==> src/assert_macros.svh <==
// Assertion helpers for blocks clocked by clk with reset arst_n.
`ifndef ASSERT_MACROS_SVH
`define ASSERT_MACROS_SVH
`ifndef ASSERT_OFF
`define ASSERT_IMP(lbl, ante, cons) \
	lbl: assert property (@(posedge clk) disable iff (!arst_n) (ante) |-> (cons)) \
		else $error("assertion failed");
`define ASSERT_NXT(lbl, ante, cons) \
	lbl: assert property (@(posedge clk) disable iff (!arst_n) (ante) |=> (cons)) \
		else $error("assertion failed");
`else
`define ASSERT_IMP(lbl, ante, cons)
`define ASSERT_NXT(lbl, ante, cons)
`endif
`endif

==> src/cau_pkg.sv <==
package cau_pkg;
	localparam int FRACTION_BITS = 8;
	localparam int NUM_W = 32 + FRACTION_BITS;
	localparam int STEP_W = $clog2(NUM_W);
	localparam int SQRT_STEPS = 16;

	localparam logic [2:0] CMD_ADD = 3'd0;
	localparam logic [2:0] CMD_SUB = 3'd1;
	localparam logic [2:0] CMD_MUL = 3'd2;
	localparam logic [2:0] CMD_DIV = 3'd3;
	localparam logic [2:0] CMD_MOD = 3'd4;

	typedef struct packed {
		logic [2:0] cmd;
		logic [31:0] simple_re;
		logic [31:0] simple_im;
		logic neg_re;
		logic neg_im;
		logic dz;
	} cau_ctl_t;

	typedef struct packed {
		cau_ctl_t ctl;
		logic [31:0] den;
		logic [31:0] rem_re;
		logic [31:0] rem_im;
		logic [NUM_W-1:0] nq_re;
		logic [NUM_W-1:0] nq_im;
		logic [31:0] sq_v_a;
		logic [31:0] sq_v_b;
		logic [17:0] sq_rem_a;
		logic [17:0] sq_rem_b;
		logic [15:0] sq_root_a;
		logic [15:0] sq_root_b;
	} cau_iter_t;
endpackage

==> src/cau_out_if.sv <==
interface cau_out_if;
	logic valid;
	logic ready;
	logic signed [31:0] result_real;
	logic signed [31:0] result_imag;
	logic divide_by_zero;
	modport source (output valid, result_real, result_imag, divide_by_zero, input ready);
	modport sink (input valid, result_real, result_imag, divide_by_zero, output ready);
endinterface

==> src/cau_back.sv <==
`include "assert_macros.svh"
module cau_back (
	input logic clk,
	input logic arst_n,
	input logic en,
	input logic valid_i,
	input cau_pkg::cau_iter_t iter_i,
	cau_out_if.source result
);
	import cau_pkg::*;

	logic [31:0] q_re, q_im, o_re, o_im;
	logic o_dz;

	function automatic logic [31:0] fix_sign(input logic [NUM_W-1:0] q, input logic neg);
		logic big_neg, big_pos;
		big_neg = (q[NUM_W-1:32] != '0) || (q[31] && (q[30:0] != '0));
		big_pos = q[NUM_W-1:31] != '0;
		if (neg) begin
			fix_sign = big_neg ? 32'h8000_0000 : 32'(-q[31:0]);
		end else begin
			fix_sign = big_pos ? 32'h7fff_ffff : q[31:0];
		end
	endfunction

	always_comb begin
		q_re = fix_sign(iter_i.nq_re, iter_i.ctl.neg_re);
		q_im = fix_sign(iter_i.nq_im, iter_i.ctl.neg_im);
		o_dz = 1'b0;
		case (iter_i.ctl.cmd)
			CMD_DIV: begin
				o_dz = iter_i.ctl.dz;
				o_re = iter_i.ctl.dz ? '0 : q_re;
				o_im = iter_i.ctl.dz ? '0 : q_im;
			end
			CMD_MOD: begin
				o_re = {16'd0, iter_i.sq_root_a};
				o_im = {16'd0, iter_i.sq_root_b};
			end
			default: begin
				o_re = iter_i.ctl.simple_re;
				o_im = iter_i.ctl.simple_im;
			end
		endcase
	end

	always_ff @(posedge clk or negedge arst_n) begin
		if (!arst_n) begin
			result.valid <= 1'b0;
		end else if (en) begin
			result.valid <= valid_i;
		end
	end

	always_ff @(posedge clk) begin
		if (en) begin
			result.result_real <= o_re;
			result.result_imag <= o_im;
			result.divide_by_zero <= o_dz;
		end
	end

	`ASSERT_IMP(a_dz_zero, result.valid && result.divide_by_zero,
		result.result_real == '0 && result.result_imag == '0)
	`ASSERT_IMP(a_mod_root_fits, valid_i && iter_i.ctl.cmd == CMD_MOD, !o_dz)
	`ASSERT_NXT(a_out_hold, result.valid && !result.ready,
		result.valid && $stable(result.result_real) && $stable(result.result_imag))
endmodule

==> src/flat_wrapper.sv <==
// flat-port wrapper written by rule: the top's interface ports become plain ports
module cau_back_flat import cau_pkg::*;
  (clk, arst_n, en, valid_i, iter_i, result_valid, result_result_real, result_result_imag, result_divide_by_zero, result_ready);
  cau_out_if result_i ();
  input logic clk;
  input logic arst_n;
  input logic en;
  input logic valid_i;
  input cau_pkg::cau_iter_t iter_i;
  output wire logic [$bits(result_i.valid)-1:0] result_valid;
  output wire logic [$bits(result_i.result_real)-1:0] result_result_real;
  output wire logic [$bits(result_i.result_imag)-1:0] result_result_imag;
  output wire logic [$bits(result_i.divide_by_zero)-1:0] result_divide_by_zero;
  input wire logic [$bits(result_i.ready)-1:0] result_ready;
  assign result_valid = result_i.valid;
  assign result_result_real = result_i.result_real;
  assign result_result_imag = result_i.result_imag;
  assign result_divide_by_zero = result_i.divide_by_zero;
  assign result_i.ready = result_ready;
  cau_back u_core (.clk(clk), .arst_n(arst_n), .en(en), .valid_i(valid_i), .iter_i(iter_i), .result(result_i));
endmodule
==> config.mk <==
export PLATFORM = sky130hd
export DESIGN_NAME = cau_back_flat
export DESIGN_NICKNAME = d
export VERILOG_FILES = /design/src/cau_pkg.sv /design/src/cau_out_if.sv /design/src/cau_back.sv /design/src/flat_wrapper.sv
export VERILOG_INCLUDE_DIRS = /design/src /design/src/src
export SDC_FILE = /design/constraint.sdc
export NUM_CORES = 1
export LEC_CHECK = 0
export ABC_AREA = 0
export CORE_AREA = 10 10 167 169
export CTS_CLUSTER_SIZE = 8
export DETAILED_ROUTE_END_ITERATION = 10
export DIE_AREA = 0 0 177 179
export DONT_BUFFER_PORTS = 1
export GPL_TIMING_DRIVEN = 1
export PLACE_DENSITY_LB_ADDON = 0.05
export SLEW_MARGIN = 20
export SYNTH_ARGS = -nofsm -noshare
export SYNTH_HDL_FRONTEND = slang
export SYNTH_SLANG_ARGS = --single-unit
==> constraint.sdc <==
create_clock -name clk -period 0.9 [get_ports clk]
set_clock_uncertainty 0.05 [all_clocks]
set_input_delay 0.18 -clock clk [delete_from_list [all_inputs] [get_ports clk]]
set_output_delay 0.18 -clock clk [all_outputs]
set_load 0.01 [all_outputs]
Yosys cells after proc, flatten, opt, wreduce, memory -nomap -nowiden

Cells that the tools add are included.
W data, S select, Z words.

Flip-flop bits (word level): 66
Input port bits: 383
Output and inout bits: 66
Word-level logic and storage cells: 28

$add $sub $neg: 2
Equality and inequality tests: 2
Multiplexer cells: 10
Reduce and logical (&&, ||, !) cells: 10

Operators by type and width:

| kind                 | count |
|---|---|
| $mux W32             | 8 |
| $pmux W32 S2         | 2 |
| $neg A32 Y32         | 2 |
| $reduce_bool A31 Y1  | 2 |
| $reduce_bool A9 Y1   | 2 |
| $reduce_bool A8 Y1   | 2 |
| $eq A3 B2 Y1 const B | 1 |
| $eq A3 B3 Y1 const B | 1 |
| $logic_and A1 B1 Y1  | 2 |
| $logic_or A1 B1 Y1   | 2 |

Depth between registers and ports, before layout

Depth after elaboration: 7
Depth in mapped cells: 10

Worst setup path after synthesis

No wires, ideal clock.

Kind: input to register
Start point: input iter_i[132] (netlist bit)
End point: register u_core.result.result_imag[22] (data pin)
Data arrival time: 2,150 ps
Data required time: 578 ps
Slack: -1,572 ps
Cell stages on the path: 8
Path through: inv_1 -> ha_1 -> or4b_4 -> buf_6 -> or4_4 -> or3_1 -> a21oi_1 -> o31ai_1

Word-level cells in the longest chain between the ends: 7
Elaborated cells on any way between the ends: 8
Those cells by class: add/sub: 1; mux: 4; reduce/logical: 3

Ends and longest elaborated chain:

| item                                                 | line              | RTL |
|---|---|---|
| start: declaration                                   | flat_wrapper.sv:9 | `input cau_pkg::cau_iter_t iter_i;` |
| branches (longest 3 deep; another with $neg A32 Y32) | -                 |  |
| $mux W32 (*)                                         | cau_back.sv:20    | `fix_sign = big_neg ? 32'h8000_0000 : 32'(-q[31:0]);` |
| $mux W32 (*)                                         | cau_back.sv:19    | `if (neg) begin` |
| $mux W32 (*)                                         | cau_back.sv:34    | `o_im = iter_i.ctl.dz ? '0 : q_im;` |
| $pmux W32 S2 (*)                                     | cau_back.sv:30    | `case (iter_i.ctl.cmd)` |
| named net u_core.o_im[22]                            | cau_back.sv:12    | `logic [31:0] q_re, q_im, o_re, o_im;` |
| end signal: assignment                               | cau_back.sv:58    | `result.result_imag <= o_im;` |
| end: declaration                                     | cau_out_if.sv:7   | `modport source (output valid, result_real, result_imag, divide_by_zero, input ready);` |

Mark *: on every way through the listed nets, which the timed path passes.
A chain may end at the register's enable or synchronous reset.

Worst setup path after layout

Start point: input iter_i[142] (netlist bit)
End point: register u_core.result.result_imag[30] (data pin)

Same word-level chain as after synthesis.

==> results.toml <==
[power_and_ir_drop]
total_power_w = 0.00985
p_sw_w = 0.00250
p_leak_nw = 2.89
clock_power_share = 0.445
pwr-share-comb = 0.142
switching_share = 0.254
seq_power_share = 0.413
powerDensity_mw_per_mm2 = 1210
p_int_w = 0.00735
ir_worst_vdd_mv = 0.554

[yosys]
syn-instance-count = 589
synth_area_mm2 = 0.00502
yosysSeqAreaShare = 0.394
synthFlopType = "edfxtp_1"
syn_nets = 974
synth_edf_count = 65
ys_async_sr_fraction = 0.0152
ys_warn_count = 0
synth.ff_latch_count = 66
synth.distinct_cells = 59
avgSynthCellArea_um2 = 8.53

[floorplanning]
die_w_um = 177
die_h_um = 179
dieArea_mm2 = 0.0317
core_mm2 = 0.0247
start_util = 0.203
io_pins = 449
rows = 58

[critical_path]
end_kind = "flip-flop"
crit_fanout = 5
start_kind = "input pin"
arrival_ns = 2.00
path_class = "input pin to flip-flop"
cp.required_ns = 1.02

[cells_and_area]
final_cell_mix = "90 x buf_4, 72 x nand2_1, 65 x edfxtp_1"
mostFrequentLayoutCell = "buf_4"
nets = 1106
fin_cells = 1057
drive_above_1_share = 0.394
syn_to_final_growth_pct = 62.5

[clock_network]
clockBufferDepth = 2
numClockSinks = 66
clockRootBuffer = "clkbuf_16"
insertion_delay_ns = 0.34
cts_tree = "built"
clk_pin_slew_ns = 0.06
hold_buffers = 38
htreeDepth = 3
cts-buffers-inserted = 9

[sta]
fin_crit_sh = 2.09
holdWs_ns = -0.104
worst_slack_ns = -0.981
setup_violations = 131
rsz0062_at_grt = "yes"
tightest_slew_ns = 0.486
fmax_mhz = 532
slew_violations = 0
relSlewSlack = 0.673
period_needed_ns = 1.88
hold_viol = 65

[detailed_routing]
finalWirelength_um = 25500
via_count = 5573
wl_per_cell_um = 24.1
ant_nets = 0
drc = 0
drt-initial-drc-count = 279
via_per_inst = 5.27
drt-pass1-iter-count = 5

[grt]
grt_max_degree = 67
grt_pass1_vias = 5746
antenna_found_initial = 1
grt_overflow_total = 0
grt_first_pass_wirelength_um = 36900
grt_use_total = 0.154

[place]
pre_cts_ws_ns = -1.46
dpl.cell_count = 975
io_buffers = 0
gp_congestion = 0.771
dp_hpwl_um = 18600

[flow_run]
cap_viol_max_count = 0

[status]
status = "finished, violations left"
violations = "negative hold slack, negative setup slack"

[hold_path]
min_path_type = "input pin to flip-flop"
final cells by class:
cell class                 instances  area, µm²
clock buffer                      12        256
timing repair buffer             164       1660
clock inverter                     4       97.6
tap                              330        413
multi-input combinational        470       3660
fill                            2575      16600
inverter                          10        103
sequential                        66       1980
antenna                            1       2.50
registers in the layout, indices dropped and copies added (netlist names):
signal	flops
u_core.result.valid	1
u_core.result.divide_by_zero	1
u_core.result.result_real	32
u_core.result.result_imag	32
cells by family after synthesis:
kind of cell | after synthesis | share of synthesized area
mux | 6 | 0.0125
compound gates | 217 | 0.283
flops | 66 | 0.394
buf+inv | 54 | 0.0446
simple gates | 244 | 0.262
fa+ha+maj | 2 | 0.00498
metrics by stage:
stage	utilization	area [µm²]	setup TNS, ns
3_5_place_dp	0.253	6250	-82.00
6_report	0.330	8160	-61.08
2_1_floorplan	-	5180	-73.72
4_1_cts	0.315	7800	-60.96
5_1_grt	0.330	8160	-65.74
3_3_place_gp	0.253	6250	-80.38
worst max-delay path, cell delays in order:
cell     delay (ns)
or4_4          0.54
buf_4          0.18
nor3_4         0.18
and4_4         0.29
o31ai_4        0.13
buf_4          0.18
buf_4          0.13
o31ai_2        0.18
path summary, 6_finish.rpt:
| path | start | to | slack [ns] | cells past startpoint |
|---|---|---|---|---|
| worst max-delay path | iter_i[142] | u_core.result.result_imag[30]$_DFFE_PP_ | -0.98 | 8 |
| worst min-delay path | en | u_core.result.result_real[24]$_DFFE_PP_ | -0.10 | 0 |
| worst max register to register | u_core.result.valid$_DFFE_PN0P_ | u_core.result.valid$_DFFE_PN0P_ | -0.03 | 2 |
| worst min register to register | u_core.result.valid$_DFFE_PN0P_ | u_core.result.valid$_DFFE_PN0P_ | 0.58 | 2 |
| max in group asynchronous | arst_n | u_core.result.valid$_DFFE_PN0P_ | 0.16 | 2 |
| min in group asynchronous | arst_n | u_core.result.valid$_DFFE_PN0P_ | 0.53 | 2 |
power groups by stage:
stage	clock, W	combinational [W]	sequential [W]
finish	0.00438	0.00140	0.00407
global placement	0	0.00102	0.00416
floorplan	0	0.000721	0.00403
global route	0.00467	0.00154	0.00411
detailed placement	0	0.00103	0.00414
CTS	0.00458	0.00134	0.00409
synthesized netlist by cell type, drive strengths merged (5+ instances only):
master,instances,area (µm²)
o41ai,5,43.8
o22ai,11,68.8
buf,5,40.0
edfxtp,65,1950
nor4,14,130
a31oi,22,138
nand2b,5,31.3
or2,5,31.3
nand4,17,106
inv,9,33.8
o31ai,27,221
o21ai,45,225
nor3,25,146
nand3,20,100
a21oi,44,220
a22oi,31,233
nor2,40,150
o211ai,10,75.1
or4,14,113
nand2,75,282
clkbuf,39,146
or3,11,71.3
metal layers:
layer / share of wire / global-route usage / vias to the layer above
met1: 0.38 / 0.165 / 2718
met5: 0 / 0 / -
li1: - / - / 2615
met3: 0.11 / 0.0781 / 17
met2: 0.50 / 0.263 / 223
met4: 0.012 / 0.0368 / 0
what timing repair did:
action                                  in CTS  in global routing
pin swaps                                   43                 34
buffers inserted                            13                  9
cloned                                       8                  1
endpoints found under the setup margin     130                131
resized for setup                          137                 55
endpoints found under the hold margin      111                 66
No activity file was read; power rests on OpenSTA's default activity.
