### src/assert_macros.svh
// Assertion helpers for blocks clocked by clk with reset arst_n.
`ifndef ASSERT_MACROS_SVH
`define ASSERT_MACROS_SVH
`ifndef ASSERT_OFF
`define ASSERT_IMP(lbl, ante, cons) \
	lbl: assert property (@(posedge clk) disable iff (!arst_n) (ante) |-> (cons)) \
		else $error("assertion failed");
`define ASSERT_NXT(lbl, ante, cons) \
	lbl: assert property (@(posedge clk) disable iff (!arst_n) (ante) |=> (cons)) \
		else $error("assertion failed");
`else
`define ASSERT_IMP(lbl, ante, cons)
`define ASSERT_NXT(lbl, ante, cons)
`endif
`endif

### src/cau_pkg.sv
package cau_pkg;
	localparam int FRACTION_BITS = 8;
	localparam int NUM_W = 32 + FRACTION_BITS;
	localparam int STEP_W = $clog2(NUM_W);
	localparam int SQRT_STEPS = 16;

	localparam logic [2:0] CMD_ADD = 3'd0;
	localparam logic [2:0] CMD_SUB = 3'd1;
	localparam logic [2:0] CMD_MUL = 3'd2;
	localparam logic [2:0] CMD_DIV = 3'd3;
	localparam logic [2:0] CMD_MOD = 3'd4;

	typedef struct packed {
		logic [2:0] cmd;
		logic [31:0] simple_re;
		logic [31:0] simple_im;
		logic neg_re;
		logic neg_im;
		logic dz;
	} cau_ctl_t;

	typedef struct packed {
		cau_ctl_t ctl;
		logic [31:0] den;
		logic [31:0] rem_re;
		logic [31:0] rem_im;
		logic [NUM_W-1:0] nq_re;
		logic [NUM_W-1:0] nq_im;
		logic [31:0] sq_v_a;
		logic [31:0] sq_v_b;
		logic [17:0] sq_rem_a;
		logic [17:0] sq_rem_b;
		logic [15:0] sq_root_a;
		logic [15:0] sq_root_b;
	} cau_iter_t;
endpackage

### src/cau_step.sv
module cau_step (
	input logic clk,
	input logic arst_n,
	input logic en,
	input logic [cau_pkg::STEP_W-1:0] idx,
	input logic valid_i,
	input cau_pkg::cau_iter_t iter_i,
	output logic valid_o,
	output cau_pkg::cau_iter_t iter_o
);
	import cau_pkg::*;

	logic [32:0] t_re, t_im, d33, x_re, x_im;
	logic ge_re, ge_im;
	logic [19:0] ta, tb, tra, trb, xa, xb;
	logic ga, gb, sq_on;
	cau_iter_t nx;

	always_comb begin
		nx = iter_i;
		d33 = {1'b0, iter_i.den};
		t_re = {iter_i.rem_re, iter_i.nq_re[NUM_W-1]};
		t_im = {iter_i.rem_im, iter_i.nq_im[NUM_W-1]};
		ge_re = t_re >= d33;
		ge_im = t_im >= d33;
		x_re = t_re - d33;
		x_im = t_im - d33;
		nx.rem_re = ge_re ? x_re[31:0] : t_re[31:0];
		nx.rem_im = ge_im ? x_im[31:0] : t_im[31:0];
		nx.nq_re = {iter_i.nq_re[NUM_W-2:0], ge_re};
		nx.nq_im = {iter_i.nq_im[NUM_W-2:0], ge_im};

		sq_on = idx < STEP_W'(SQRT_STEPS);
		ta = {iter_i.sq_rem_a, iter_i.sq_v_a[31:30]};
		tb = {iter_i.sq_rem_b, iter_i.sq_v_b[31:30]};
		tra = {2'b00, iter_i.sq_root_a, 2'b01};
		trb = {2'b00, iter_i.sq_root_b, 2'b01};
		ga = ta >= tra;
		gb = tb >= trb;
		xa = ta - tra;
		xb = tb - trb;
		if (sq_on) begin
			nx.sq_rem_a = ga ? xa[17:0] : ta[17:0];
			nx.sq_rem_b = gb ? xb[17:0] : tb[17:0];
			nx.sq_root_a = {iter_i.sq_root_a[14:0], ga};
			nx.sq_root_b = {iter_i.sq_root_b[14:0], gb};
			nx.sq_v_a = iter_i.sq_v_a << 2;
			nx.sq_v_b = iter_i.sq_v_b << 2;
		end
	end

	always_ff @(posedge clk or negedge arst_n) begin
		if (!arst_n) begin
			valid_o <= 1'b0;
		end else if (en) begin
			valid_o <= valid_i;
		end
	end

	always_ff @(posedge clk) begin
		if (en) begin
			iter_o <= nx;
		end
	end
endmodule

### config.mk
export PLATFORM = sky130hd
export DESIGN_NAME = cau_step
export DESIGN_NICKNAME = d
export VERILOG_FILES = /design/src/assert_macros.svh /design/src/cau_pkg.sv /design/src/cau_step.sv
export SDC_FILE = /design/constraint.sdc
export NUM_CORES = 1
export LEC_CHECK = 0
export BUFFER_PORTS_ARGS = -buffer_cell sky130_fd_sc_hd__buf_2
export CORE_AREA = 2 2 299 301
export DETAILED_ROUTE_END_ITERATION = 6
export DIE_AREA = 0 0 301 303
export PLACE_DENSITY_LB_ADDON = 0.25
export SYNTH_ARGS = -nofsm -noshare
export SYNTH_HDL_FRONTEND = slang
export SYNTH_SLANG_ARGS = --single-unit
export TNS_END_PERCENT = 20
### constraint.sdc
create_clock -name clk -period 1.3 [get_ports clk]
set_clock_uncertainty 0.05 [all_clocks]
set_input_delay 0.13 -clock clk [delete_from_list [all_inputs] [get_ports clk]]
set_output_delay 0.13 -clock clk [all_outputs]
set_load 0.03 [all_outputs]
# Word-level counts from Yosys, hierarchy flattened
# Cells that the tools add are included.
[classes] add_sub_neg=4 multipliers=0 div=0 n_lt_le_gt_ge=5 n_eq_ne=0 n_shift=0 n_mux=5 n_bitwise=0 reduce_logical=0
[op_table] cell="2-to-1 mux 132 bit" count=1
[op_table] cell=">= comparator 33 x 32 -> 1 bit" count=2
[op_table] cell="2-to-1 mux 32 bit" count=2
[op_table] cell="subtractor 32 bit" count=2
[op_table] cell=">= comparator 20 x 18 -> 1 bit" count=2
[op_table] cell="2-to-1 mux 18 bit" count=2
[op_table] cell="subtractor 18 bit" count=2
[op_table] cell="less-than comparator 6 x 5 -> 1 bit (second input constant)" count=1
[totals] regBits=379 latch_bits=0 ramBits=0 mem_bits_ro=0 in_bits=388 output_inout_bits=379 word_cells=34 n_memories=0

# Longest topological paths before layout
# Gate-level depths: netlist (run 1).
[depth] word_depth=3 ltp_mapped=14 ltp_nobuf=12

# Worst setup path before layout (run 1)
# Ideal clock, no wire load.
[synth_path] kind="in2reg" startpoint="input port iter_i[211] (netlist name)" endpoint="register iter_o[270] (netlist name) (data pin)" setup_ns=0.260 arrival_time_ns=2.403 required_time_ns=0.990 setup_slack_ns=-1.414 path_stages=12 path_buffers=0 path_cell_list="inv_1 > ha_1 > fa_1 > nand2b_1 > a21o_1 > a211oi_2 > a21oi_1 > o21ai_1 > nor3_1 > o31a_1 > xnor2_1 > mux2_4"
[synth_rtl] element="start, declared" line_no="cau_step.sv:7" rtl="input cau_pkg::cau_iter_t iter_i,"
[synth_rtl] element="end signal, assigned" line_no="cau_step.sv:62" rtl="iter_o <= nx;"
[synth_rtl] element="end, declared" line_no="cau_step.sv:9" rtl="output cau_pkg::cau_iter_t iter_o"

==> reports/metrics.csv, run 1 <==
metric,value,unit
number of synthesis warnings,0,
overflow left after global routing,0,
ordered cell list for the critical path,buf_8 -> buf_6 -> ha_4 -> fa_2 -> nand2b_4 -> a21o_1 -> a211oi_4 -> a21oi_2 -> o21ai_2 -> nor3_2 -> o31a_1 -> xnor2_1 -> mux2_4,
proportion of power drawn by flip-flops and latches,0.361,
total routed wirelength,89000,µm
startpoint class of the critical path,input port,
arrival time worst endpoint,2690,ps
global-route wire length before repair,126000,µm
clock slew seen by the registers of the worst setup and hold paths,60,ps
share of synthesized area occupied by flip-flops and latches,0.589,
combined area of all synthesized cells,19300,µm²
RSZ-0062 raised after global routing,yes,
required time of the critical path,1600,ps
kind of critical path,in2reg,
final clock period utilization by the worst path,1.83,
number of buffers on the longest clock path,3,
Root Buffer Master,sky130_fd_sc_hd__clkbuf_16,
buffers and inverters on the worst path,2,
FF-to-FF Start,valid_o,
cell family contributing the most delay on the critical path,compound AO/OA/AOI/OAI gates,
Clock Power Share,0.312,
Die Footprint,91200,µm²
routability cong.,0.894,
estimated wirelength of the detail-placed design,67200,µm
Area Overhead vs Synth,91.7,%
vias in the first global route,20800,
antenna violations before repair,20,
cell count of the worst hold path,4,
most common flop cell mapped by yosys,sky130_fd_sc_hd__edfxtp_1,
highest fanout seen on the critical path,3,
maximum vdd ir drop,1120,µV
Achievable Freq,0.420,GHz
leakage power,16.5,nW
"most common cell after layout, fill and taps aside",sky130_fd_sc_hd__buf_2,
Mapped Cells,1648,
insertion delay to the later sink of the worst-skew pair,600,ps
switching share of power,0.316,
Initial Utilization,0.220,
path depth of the worst reg2reg path,1,
hold path startpoint,iter_i[25],
synthesized net count,2138,
run status,"complete, but fails checks",
capturing element type of the critical path,register,
post-layout instance area,37000,µm²
Internal Pwr Total,0.0293,W
length of routed met2 wiring,45900,µm
number of register bits inferred by synthesis,379,
Post-DP Area,28100,µm²
fraction of synthesis flops using an asynchronous set or reset pin,0.00264,
Antenna Violating Nets Remaining,0,
Port Buffer Count,762,
final worst slack,-1080,ps
mean routed wirelength per cell,19.5,µm
"reg-to-reg slack, setup",510,ps
minimum clock period after layout,2380,ps
max-slew violation total from the final report,0,
number of synthesized flops with an enable pin,378,
transition time at the pin with the least slew margin,626,ps
die width,301,µm
total net switching power,0.0135,W
synth unique cells,78,
share of post-route cells with drive strength above 1,0.483,
worst rel slew slack,0.578,
number of primary I/O pins,767,
uppermost layer routed,met5,
Post-layout nets,3832,
maximum number of pins on one net before global-route repair,47,
maximum cell stage delay along the critical path,350,ps
floorplan die height,303,µm
post-layout total power,0.0428,W
via count,19823,
power density relative to cell area,1160,nW/µm²
number of optimization iterations in the first detailed-route pass,5,
per-cell via count in the routed design,4.35,
clock sink total,379,
violations in the final reports,setup timing,
worst-path cell with the longest stage delay,sky130_fd_sc_hd__fa_2,
core outline area,88000,µm²
final hold vios,0,
total clock buffers created by CTS,47,
most frequent cells in the layout,"641 x sky130_fd_sc_hd__buf_2, 432 x sky130_fd_sc_hd__buf_4, 425 x sky130_fd_sc_hd__dlygate4sd3_1, 378 x sky130_fd_sc_hd__edfxtp_1, 285 x sky130_fd_sc_hd__nand2_1",
Worst Hold Endpoint,iter_o[25],
classification of the worst-slack hold path,in2reg,
worst reg2reg path endpoint,valid_o,
combinational share of power,0.327,
site row count,109,
DRC errors left,0,
Max Cap Viol,0,
count of final setup violators,475,
TritonCTS clock tree,done,
DRC marker count from the first detailed-route iteration,1111,
synthesized area per cell,11.7,µm²
met3 routed WL,6240,µm
Total Routing Usage GR,0.184,
number of H-tree branching levels,2,
wire length the detailed router placed on met1,32800,µm
-- cell usage after synthesis, types with 7 or more instances --
library cell / count / area share
sky130_fd_sc_hd__nand3_1: 23 / 0.0060
sky130_fd_sc_hd__nor3_1: 16 / 0.0041
sky130_fd_sc_hd__nor2b_1: 10 / 0.0032
sky130_fd_sc_hd__clkbuf_1: 39 / 0.0076
sky130_fd_sc_hd__edfxtp_1: 378 / 0.59
sky130_fd_sc_hd__inv_1: 96 / 0.019
sky130_fd_sc_hd__xor2_1: 24 / 0.011
sky130_fd_sc_hd__o21a_1: 13 / 0.0051
sky130_fd_sc_hd__o21ai_1: 9 / 0.0023
sky130_fd_sc_hd__a21oi_1: 85 / 0.022
sky130_fd_sc_hd__nand4_1: 12 / 0.0039
sky130_fd_sc_hd__a211oi_1: 7 / 0.0027
sky130_fd_sc_hd__mux2_4: 25 / 0.019
sky130_fd_sc_hd__nand2_1: 309 / 0.060
sky130_fd_sc_hd__o31ai_1: 10 / 0.0039
sky130_fd_sc_hd__xnor2_1: 57 / 0.026
sky130_fd_sc_hd__nand2b_1: 15 / 0.0049
sky130_fd_sc_hd__a31oi_1: 13 / 0.0042
sky130_fd_sc_hd__or2_2: 7 / 0.0023
sky130_fd_sc_hd__ha_1: 100 / 0.065
sky130_fd_sc_hd__and2_1: 7 / 0.0023
sky130_fd_sc_hd__nor2_1: 62 / 0.012
sky130_fd_sc_hd__mux2i_1: 34 / 0.018
sky130_fd_sc_hd__o21ai_0: 133 / 0.034
sky130_fd_sc_hd__and3_1: 9 / 0.0029
sky130_fd_sc_hd__a21o_1: 57 / 0.022
-- logic make-up after synthesis --
family | Yosys count | share of synthesized area
buffers and inverters | 151 | 0.0340
and+or+nand+nor | 487 | 0.109
muxes | 65 | 0.0405
AOI/OAI and AO/OA | 383 | 0.124
xor gates and xnor gates | 81 | 0.0367
DFF | 379 | 0.589
adders and majority gates | 102 | 0.0668
-- timing repair --
| action | 4_1_cts | 5_1_grt |
|---|---|---|
| gates resized for setup | 487 | 173 |
| setup endpoints to repair | 483 | 486 |
| gates cloned | 9 | 1 |
| endpoints found under the hold margin | 445 | 8 |
| buffers inserted | 63 | 27 |
| hold buffers | 425 | 9 |
| pin swaps | 121 | 92 |
-- per-stage QoR --
stage | hold WS, ps | TNS [ps] | util | std cells | worst slack, ps
after global placement | -145 | -188210 | 0.319 | 3948 | -2220
after detailed placement | -144 | -189240 | 0.319 | 3948 | -2280
after floorplan | -216 | -113900 | - | 1648 | -1280
final | 24.0 | -99940 | 0.421 | 4557 | -1080
after global routing | 25.9 | -125050 | 0.421 | 4546 | -1110
after CTS | -264 | -130170 | 0.412 | 4526 | -1060
-- routing by layer --
layer  up-vias  track usage
li1       9402            -
met1      9543        0.196
met2       679        0.339
met3       187       0.0494
met4        12       0.0819
met5         -            0
-- area by class of cell --
type | instances | area, µm²
Clock buffer | 59 | 1250
Antenna cell | 13 | 32.5
Inverter | 97 | 425
Clock inverter | 27 | 270
Multi-Input combinational cell | 1119 | 8870
Fill cell | 8384 | 50900
Tap cell | 1165 | 1460
Timing Repair Buffer | 1698 | 13400
Sequential cell | 379 | 11400
-- registers in the layout, summed over array words and instances, names as in the netlist --
signal,flops
iter_o,378
valid_o,1
-- worst max path at each step --
stage,from,to,cells after the start
floorplan,iter_i[211],iter_o[270],12
global placement,iter_i[284],iter_o[222],11
detailed placement,iter_i[286],iter_o[217],13
CTS,iter_i[282],iter_o[258],15
global route,iter_i[276],iter_o[270],13
finish,iter_i[276],iter_o[270],13
-- power groups by stage --
stage	clock network [W]	logic [W]	registers, W
after floorplan	0	0.00347	0.0180
after global placement	0	0.0108	0.0156
after detailed placement	0	0.0109	0.0156
after CTS	0.0137	0.0136	0.0155
after global routing	0.0141	0.0149	0.0156
final	0.0134	0.0140	0.0155
No activity file was read; power rests on OpenSTA's default activity.
==> inputs of run 2 (changes only) <==
--- a/config.mk
+++ b/config.mk
@@ -7,6 +7,7 @@
 export LEC_CHECK = 0
 export BUFFER_PORTS_ARGS = -buffer_cell sky130_fd_sc_hd__buf_2
 export CORE_AREA = 2 2 299 301
+export CTS_BUF_LIST = sky130_fd_sc_hd__clkbuf_4 sky130_fd_sc_hd__clkbuf_8 sky130_fd_sc_hd__clkbuf_16
 export DETAILED_ROUTE_END_ITERATION = 6
 export DIE_AREA = 0 0 301 303
 export PLACE_DENSITY_LB_ADDON = 0.25
==> constraint.sdc (replaced) <==
create_clock -name clk -period 2.2 [get_ports clk]
set_clock_uncertainty 0.05 [all_clocks]
set_input_delay 0.22 -clock clk [delete_from_list [all_inputs] [get_ports clk]]
set_output_delay 0.22 -clock clk [all_outputs]
set_load 0.03 [all_outputs]
==> run 2 against run 1 <==
The flow still finishes with violations (setup timing). Non-clock buffer count shrank 108. Sequential share of layout area grew 2.3 points. Sequential cell count is the same. Routed wire length shrank 2.3%. Via count shrank 3.1%. Combinational power shrank 47%. Sequential power shrank 41%. First-iteration DRC count shrank 12%. Utilization shrank 2.9 points. Count of clock-buffer cells in the layout shrank 5. Cell count shrank 2.5%. Critical path type unchanged.
==> reports/metrics.csv, run 2 (synthesis results as in run 1) <==
metric,value,unit,change
clock sink total,379,,unchanged
post-layout total power,0.0247,W,-42%
Root Buffer Master,sky130_fd_sc_hd__clkbuf_16,,
final clock period utilization by the worst path,1.03,,
RSZ-0062 raised after global routing,yes,,
violations in the final reports,setup timing,,
Initial Utilization,0.220,,unchanged
via count,19207,,-3.1%
mean routed wirelength per cell,19.6,µm,+0.17%
final hold vios,0,,unchanged
number of optimization iterations in the first detailed-route pass,5,,unchanged
maximum number of pins on one net before global-route repair,87,,+85%
ordered cell list for the critical path,buf_8 -> inv_4 -> ha_4 -> nor2b_4 -> o21a_1 -> o21ai_2 -> a311o_1 -> a311oi_2 -> a211o_1 -> o21ai_4 -> buf_12 -> buf_12 -> mux2i_2 -> o21ai_1,,
site row count,109,,unchanged
post-layout instance area,34500,µm²,-6.9%
pre-CTS worst setup slack,-1070,ps,+1210 ps
run status,"complete, but fails checks",,
global-route wire length before repair,122000,µm,-3.0%
startpoint class of the critical path,input port,,
"most common cell after layout, fill and taps aside",sky130_fd_sc_hd__buf_2,,
final hold slack,17.7,ps,-6.27 ps
number of H-tree branching levels,2,,unchanged
highest fanout seen on the critical path,5,,+2
capturing element type of the critical path,register,,
final sum of negative setup slack,-419,ps,"+99,520 ps"
core outline area,88000,µm²,unchanged
count of final setup violators,26,,-95%
vias in the first global route,19715,,-5.2%
Port Buffer Count,762,,unchanged
total routed wirelength,87000,µm,-2.3%
estimated wirelength of the detail-placed design,66900,µm,-0.55%
clock slew seen by the registers of the worst setup and hold paths,60,ps,about the same
cell family contributing the most delay on the critical path,compound AO/OA/AOI/OAI gates,,
final worst slack,-63.1,ps,+1020 ps
Total Routing Usage GR,0.177,,-0.00695
kind of critical path,in2reg,,
Die Footprint,91200,µm²,unchanged
DRC errors left,0,,unchanged
arrival time worst endpoint,2540,ps,-150 ps
Multi-input gate area,8170,µm²,-7.9%
"flip-flop count of the largest register, all copies and words added",378,,unchanged
worst rel slew slack,0.638,,+0.0596
number of primary I/O pins,767,,unchanged
per-cell via count in the routed design,4.32,,-0.67%
maximum cell stage delay along the critical path,340,ps,about the same
die width,301,µm,unchanged
Post-DP Area,27700,µm²,-1.3%
area occupied by registers,11400,µm²,unchanged
TritonCTS clock tree,done,,
"Most flops, register",iter_o,,
Antenna Violating Nets Remaining,0,,unchanged
total clock buffers created by CTS,48,,+2.1%
transition time at the pin with the least slew margin,543,ps,-82.8 ps
"most used cell, CP",sky130_fd_sc_hd__buf_12,,
DRC marker count from the first detailed-route iteration,975,,-12%
routability cong.,0.882,,-1.3%
Largest regs,"iter_o: 378 flops, valid_o: 1 flops",,
share of post-route cells with drive strength above 1,0.445,,-0.0374
insertion delay to the later sink of the worst-skew pair,570,ps,-30 ps
Area Overhead vs Synth,78.5,%,
Post-layout nets,3724,,-2.8%
Max Cap Viol,0,,unchanged
minimum clock period after layout,2260,ps,
power density relative to cell area,716,nW/µm²,-38%
Achievable Freq,0.442,GHz,
overflow left after global routing,0,,unchanged
antenna violations before repair,23,,+15%
classification of the worst-slack hold path,in2reg,,
maximum vdd ir drop,552,µV,-51%
floorplan die height,303,µm,unchanged
buffers and inverters on the worst path,4,,+2
number of buffers on the longest clock path,3,,unchanged
worst-path cell with the longest stage delay,sky130_fd_sc_hd__a211o_1,,
required time of the critical path,2480,ps,+880 ps
max-slew violation total from the final report,0,,unchanged
fillers,8583,,+2.4%
leakage power,15.5,nW,-6.1%
most frequent cells in the layout,"750 x sky130_fd_sc_hd__buf_2, 399 x sky130_fd_sc_hd__buf_4, 398 x sky130_fd_sc_hd__dlygate4sd3_1, 378 x sky130_fd_sc_hd__edfxtp_1, 307 x sky130_fd_sc_hd__nand2_1",,
run 2: cell types whose count changed in the layout (fill, tap and decap cells not counted), moves of 22 or more:
cell / before / now
sky130_fd_sc_hd__buf_6: 144 / 17
sky130_fd_sc_hd__buf_2: 641 / 750
sky130_fd_sc_hd__buf_4: 432 / 399
sky130_fd_sc_hd__o21ai_0: 66 / 98
sky130_fd_sc_hd__dlygate4sd3_1: 425 / 398
sky130_fd_sc_hd__nand2_1: 285 / 307
run 2: stage by stage:
step                       util  std cells
after global routing      0.392       4439
after floorplan               -       1648
after detailed placement  0.315       3923
after CTS                 0.383       4421
final                     0.392       4445
after global placement    0.315       3923
run 2: area by class of cell:
type / instances / share of cell area
repair buffers: 1590 / 0.332
flip-flops and latches: 379 / 0.330
multi-input cells: 1118 / 0.237
well taps: 1165 / 0.0423
clock buffers: 54 / 0.0361
inverters: 97 / 0.0117
clock inverters: 34 / 0.0108
diodes: 8 / 0.000580
run 2: path summary, 6_finish.rpt:
| check | startpoint | endpoint | slack [ps] | cells after the start |
|---|---|---|---|---|
| max | iter_i[16] | iter_o[56] | -60 | 14 |
| min | iter_i[55] | iter_o[57] | 20 | 3 |
| max reg2reg | valid_o | valid_o | 1410 | 1 |
| min reg2reg | valid_o | valid_o | 460 | 1 |
| max in group asynchronous | arst_n | valid_o | 1580 | 3 |
| min in group asynchronous | arst_n | valid_o | 420 | 3 |
run 2: metal layers:
| metal | wire [µm] | part of all wire | up-vias | track usage |
|---|---|---|---|---|
| met5 | 171 | 0.0020 | - | 0 |
| met1 | 33100 | 0.38 | 9206 | 0.198 |
| met4 | 2440 | 0.028 | 28 | 0.0475 |
| met2 | 45000 | 0.52 | 648 | 0.330 |
| met3 | 6240 | 0.072 | 140 | 0.0480 |
| li1 | - | - | 9185 | - |
run 2: power breakdown:
group	leakage, nW	total [W]	internal, W	switching, W
sequential	3.71	0.00910	0.00883	0.000276
clock	0.788	0.00821	0.00490	0.00331
combinational	11.0	0.00738	0.00323	0.00415
total	15.5	0.0247	0.0170	0.00774
run 2: repair_timing:
item	4_1_cts	5_1_grt
hold endpoints to repair	377	0
endpoints found under the setup margin	99	100
pin swaps	23	62
gates resized for setup	66	134
cloned	2	6
hold buffers	399	0
buffers inserted	9	13
==> inputs of run 3 (changes only) <==
--- a/config.mk
+++ b/config.mk
@@ -6,11 +6,12 @@
 export NUM_CORES = 1
 export LEC_CHECK = 0
 export BUFFER_PORTS_ARGS = -buffer_cell sky130_fd_sc_hd__buf_2
-export CORE_AREA = 2 2 299 301
+export CORE_AREA = 2 2 302 304
 export CTS_BUF_LIST = sky130_fd_sc_hd__clkbuf_4 sky130_fd_sc_hd__clkbuf_8 sky130_fd_sc_hd__clkbuf_16
 export DETAILED_ROUTE_END_ITERATION = 6
-export DIE_AREA = 0 0 301 303
+export DIE_AREA = 0 0 304 306
 export PLACE_DENSITY_LB_ADDON = 0.25
+export SETUP_SLACK_MARGIN = 0.1
 export SYNTH_ARGS = -nofsm -noshare
 export SYNTH_HDL_FRONTEND = slang
 export SYNTH_SLANG_ARGS = --single-unit
==> run 3 against run 2 <==
The run still ends with setup timing left. Total power decreased by 0.93%. Routed wire length decreased by 4.0%. Critical endpoint is now iter_o[63]. Critical path type unchanged. Non-clock buffer count increased by 29. Sequential power decreased by 0.4%. Combinational power increased by 2%. Via count decreased by 1.6%.
==> reports/metrics.csv, run 3 (synthesis results as in run 1) <==
metric,value,unit,change
maximum vdd ir drop,545,µV,-1.3%
worst rel slew slack,0.642,,+0.00440
vias in the first global route,19691,,-0.12%
"most common cell after layout, fill and taps aside",sky130_fd_sc_hd__buf_2,,
DRC marker count from the first detailed-route iteration,912,,-6.5%
Achievable Freq,0.437,GHz,-1.2%
Max Cap Viol,0,,unchanged
pre-CTS worst setup slack,-1210,ps,-145 ps
maximum cell stage delay along the critical path,350,ps,about the same
Post-layout nets,3752,,+0.75%
mean routed wirelength per cell,18.6,µm,-4.8%
number of buffers on the longest clock path,3,,unchanged
clock slew seen by the registers of the worst setup and hold paths,70,ps,about the same
path depth of the worst reg2reg path,1,,unchanged
TritonCTS clock tree,done,,
total routed wirelength,83500,µm,-4.0%
capturing element type of the critical path,register,,
maximum number of pins on one net before global-route repair,68,,-22%
required time of the critical path,2540,ps,+60 ps
minimum clock period after layout,2290,ps,+27.4 ps
per-cell via count in the routed design,4.22,,-2.4%
Root Buffer Master,sky130_fd_sc_hd__clkbuf_16,,
Port Buffer Count,762,,unchanged
final worst slack,-90.4,ps,-27.4 ps
"Most flops, register",iter_o,,
Area Overhead vs Synth,81.4,%,
kind of critical path,in2reg,,
RSZ-0062 raised after global routing,yes,,
estimated wirelength of the detail-placed design,62900,µm,-6.0%
transition time at the pin with the least slew margin,537,ps,-6.60 ps
leakage power,15.7,nW,+0.99%
final clock period utilization by the worst path,1.04,,+0.0124
site row count,110,,+0.92%
Largest regs,"iter_o: 378 flops, valid_o: 1 flops",,
Die Footprint,93000,µm²,+2.0%
max-slew violation total from the final report,0,,unchanged
Initial Utilization,0.216,,-0.00400
floorplan die height,306,µm,+0.99%
startpoint class of the critical path,input port,,
number of H-tree branching levels,2,,unchanged
share of post-route cells with drive strength above 1,0.450,,+0.00427
arrival time worst endpoint,2630,ps,+90 ps
ordered cell list for the critical path,buf_2 -> inv_1 -> ha_4 -> a21o_1 -> a21oi_2 -> a311o_1 -> a311oi_2 -> a211o_1 -> o21ai_4 -> buf_6 -> buf_4 -> mux2i_4 -> o21ai_2,,
core outline area,89600,µm²,+1.9%
most frequent cells in the layout,"741 x sky130_fd_sc_hd__buf_2, 423 x sky130_fd_sc_hd__dlygate4sd3_1, 394 x sky130_fd_sc_hd__buf_4, 378 x sky130_fd_sc_hd__edfxtp_1, 308 x sky130_fd_sc_hd__nand2_1",,
fraction of the core area covered by cells at the end of the flow,0.391,,-0.000946
DRC errors left,0,,unchanged
via count,18905,,-1.6%
overflow left after global routing,0,,unchanged
antenna violations before repair,23,,unchanged
Total Routing Usage GR,0.171,,-0.00594
number of primary I/O pins,767,,unchanged
final hold slack,35.0,ps,+17.3 ps
"flip-flop count of the largest register, all copies and words added",378,,unchanged
worst-path cell with the longest stage delay,sky130_fd_sc_hd__a211o_1,,
power density relative to cell area,698,nW/µm²,-2.5%
final hold vios,0,,unchanged
die width,304,µm,+1.0%
total clock buffers created by CTS,47,,-2.1%
Antenna Violating Nets Remaining,0,,unchanged
clock sink total,379,,unchanged
global-route wire length before repair,121000,µm,-1.0%
violations in the final reports,setup timing,,
run status,"complete, but fails checks",,
classification of the worst-slack hold path,in2reg,,
routability cong.,0.852,,-3.4%
highest fanout seen on the critical path,5,,unchanged
cell count of the worst hold path,4,,+1
insertion delay to the later sink of the worst-skew pair,620,ps,+50 ps
number of optimization iterations in the first detailed-route pass,5,,unchanged
count of final setup violators,32,,+23%
==> run 3: cell count changes in the layout (fill, tap and decap cells not counted), moves of 7 or more <==
cell                            previous run  this run
sky130_fd_sc_hd__dlygate4sd3_1           398       423
sky130_fd_sc_hd__buf_2                   750       741
sky130_fd_sc_hd__buf_6                    17        26
sky130_fd_sc_hd__ha_1                     68        61
==> run 3: metrics by stage <==
step | cell area [µm²] | setup TNS (ps) | total power (W) | cells
after global routing | 35000 | -3370 | 0.0255 | 4478
after global placement | 27700 | -82100 | 0.0155 | 3924
after detailed placement | 27700 | -83760 | 0.0155 | 3924
final | 35000 | -1420 | 0.0245 | 4481
after floorplan | 19500 | -30070 | 0.0127 | 1648
after CTS | 34200 | -610 | 0.0245 | 4461
==> run 3: area by class of cell <==
class / count / area [µm²]
Multi-Input combinational cell: 1118 / 8330
Timing Repair Buffer: 1619 / 11900
Clock inverter: 36 / 338
Inverter: 97 / 419
Sequential cell: 379 / 11400
Antenna cell: 4 / 10.0
Tap cell: 1176 / 1470
Clock buffer: 52 / 1210
Fill cell: 8819 / 54600
==> run 3: what timing repair did <==
action                                 4_1_cts  5_1_grt
hold buffers                               423        2
endpoints found under the hold margin      399        2
cloned                                       3        3
setup buffers                               23       13
setup endpoints to repair                  101      104
resized for setup                          107      155
pin swaps                                   41       57
==> run 3: worst paths after layout <==
check	endpoint	start	slack (ps)
worst max register to register	valid_o	valid_o	1410
worst min register to register	valid_o	valid_o	470
min in group asynchronous	valid_o	arst_n	110
worst min-delay path	iter_o[0]	iter_i[0]	30
max in group asynchronous	valid_o	arst_n	1900
worst max-delay path	iter_o[63]	iter_i[19]	-90
==> run 3: metal layers <==
layer	vias up	GRT usage	routed length, µm
met4	24	0.0679	3220
met2	632	0.306	41900
met1	8839	0.189	32100
met5	-	0	160
met3	169	0.0530	6100
li1	9241	-	-
==> run 3: worst max-delay path: cells and delay by family <==
kind	cells	cell delay (ps)
adder cells (fa/ha/maj)	1	220
buffers and inverters	4	490
AO/OA/AOI/OAI	7	1460
multiplexers	1	220
==> run 3: where the power goes <==
part           total, W  internal, W  switching, W
clock network   0.00787      0.00449       0.00339
logic           0.00753      0.00337       0.00417
registers       0.00906      0.00882      0.000237
total            0.0245       0.0167       0.00779
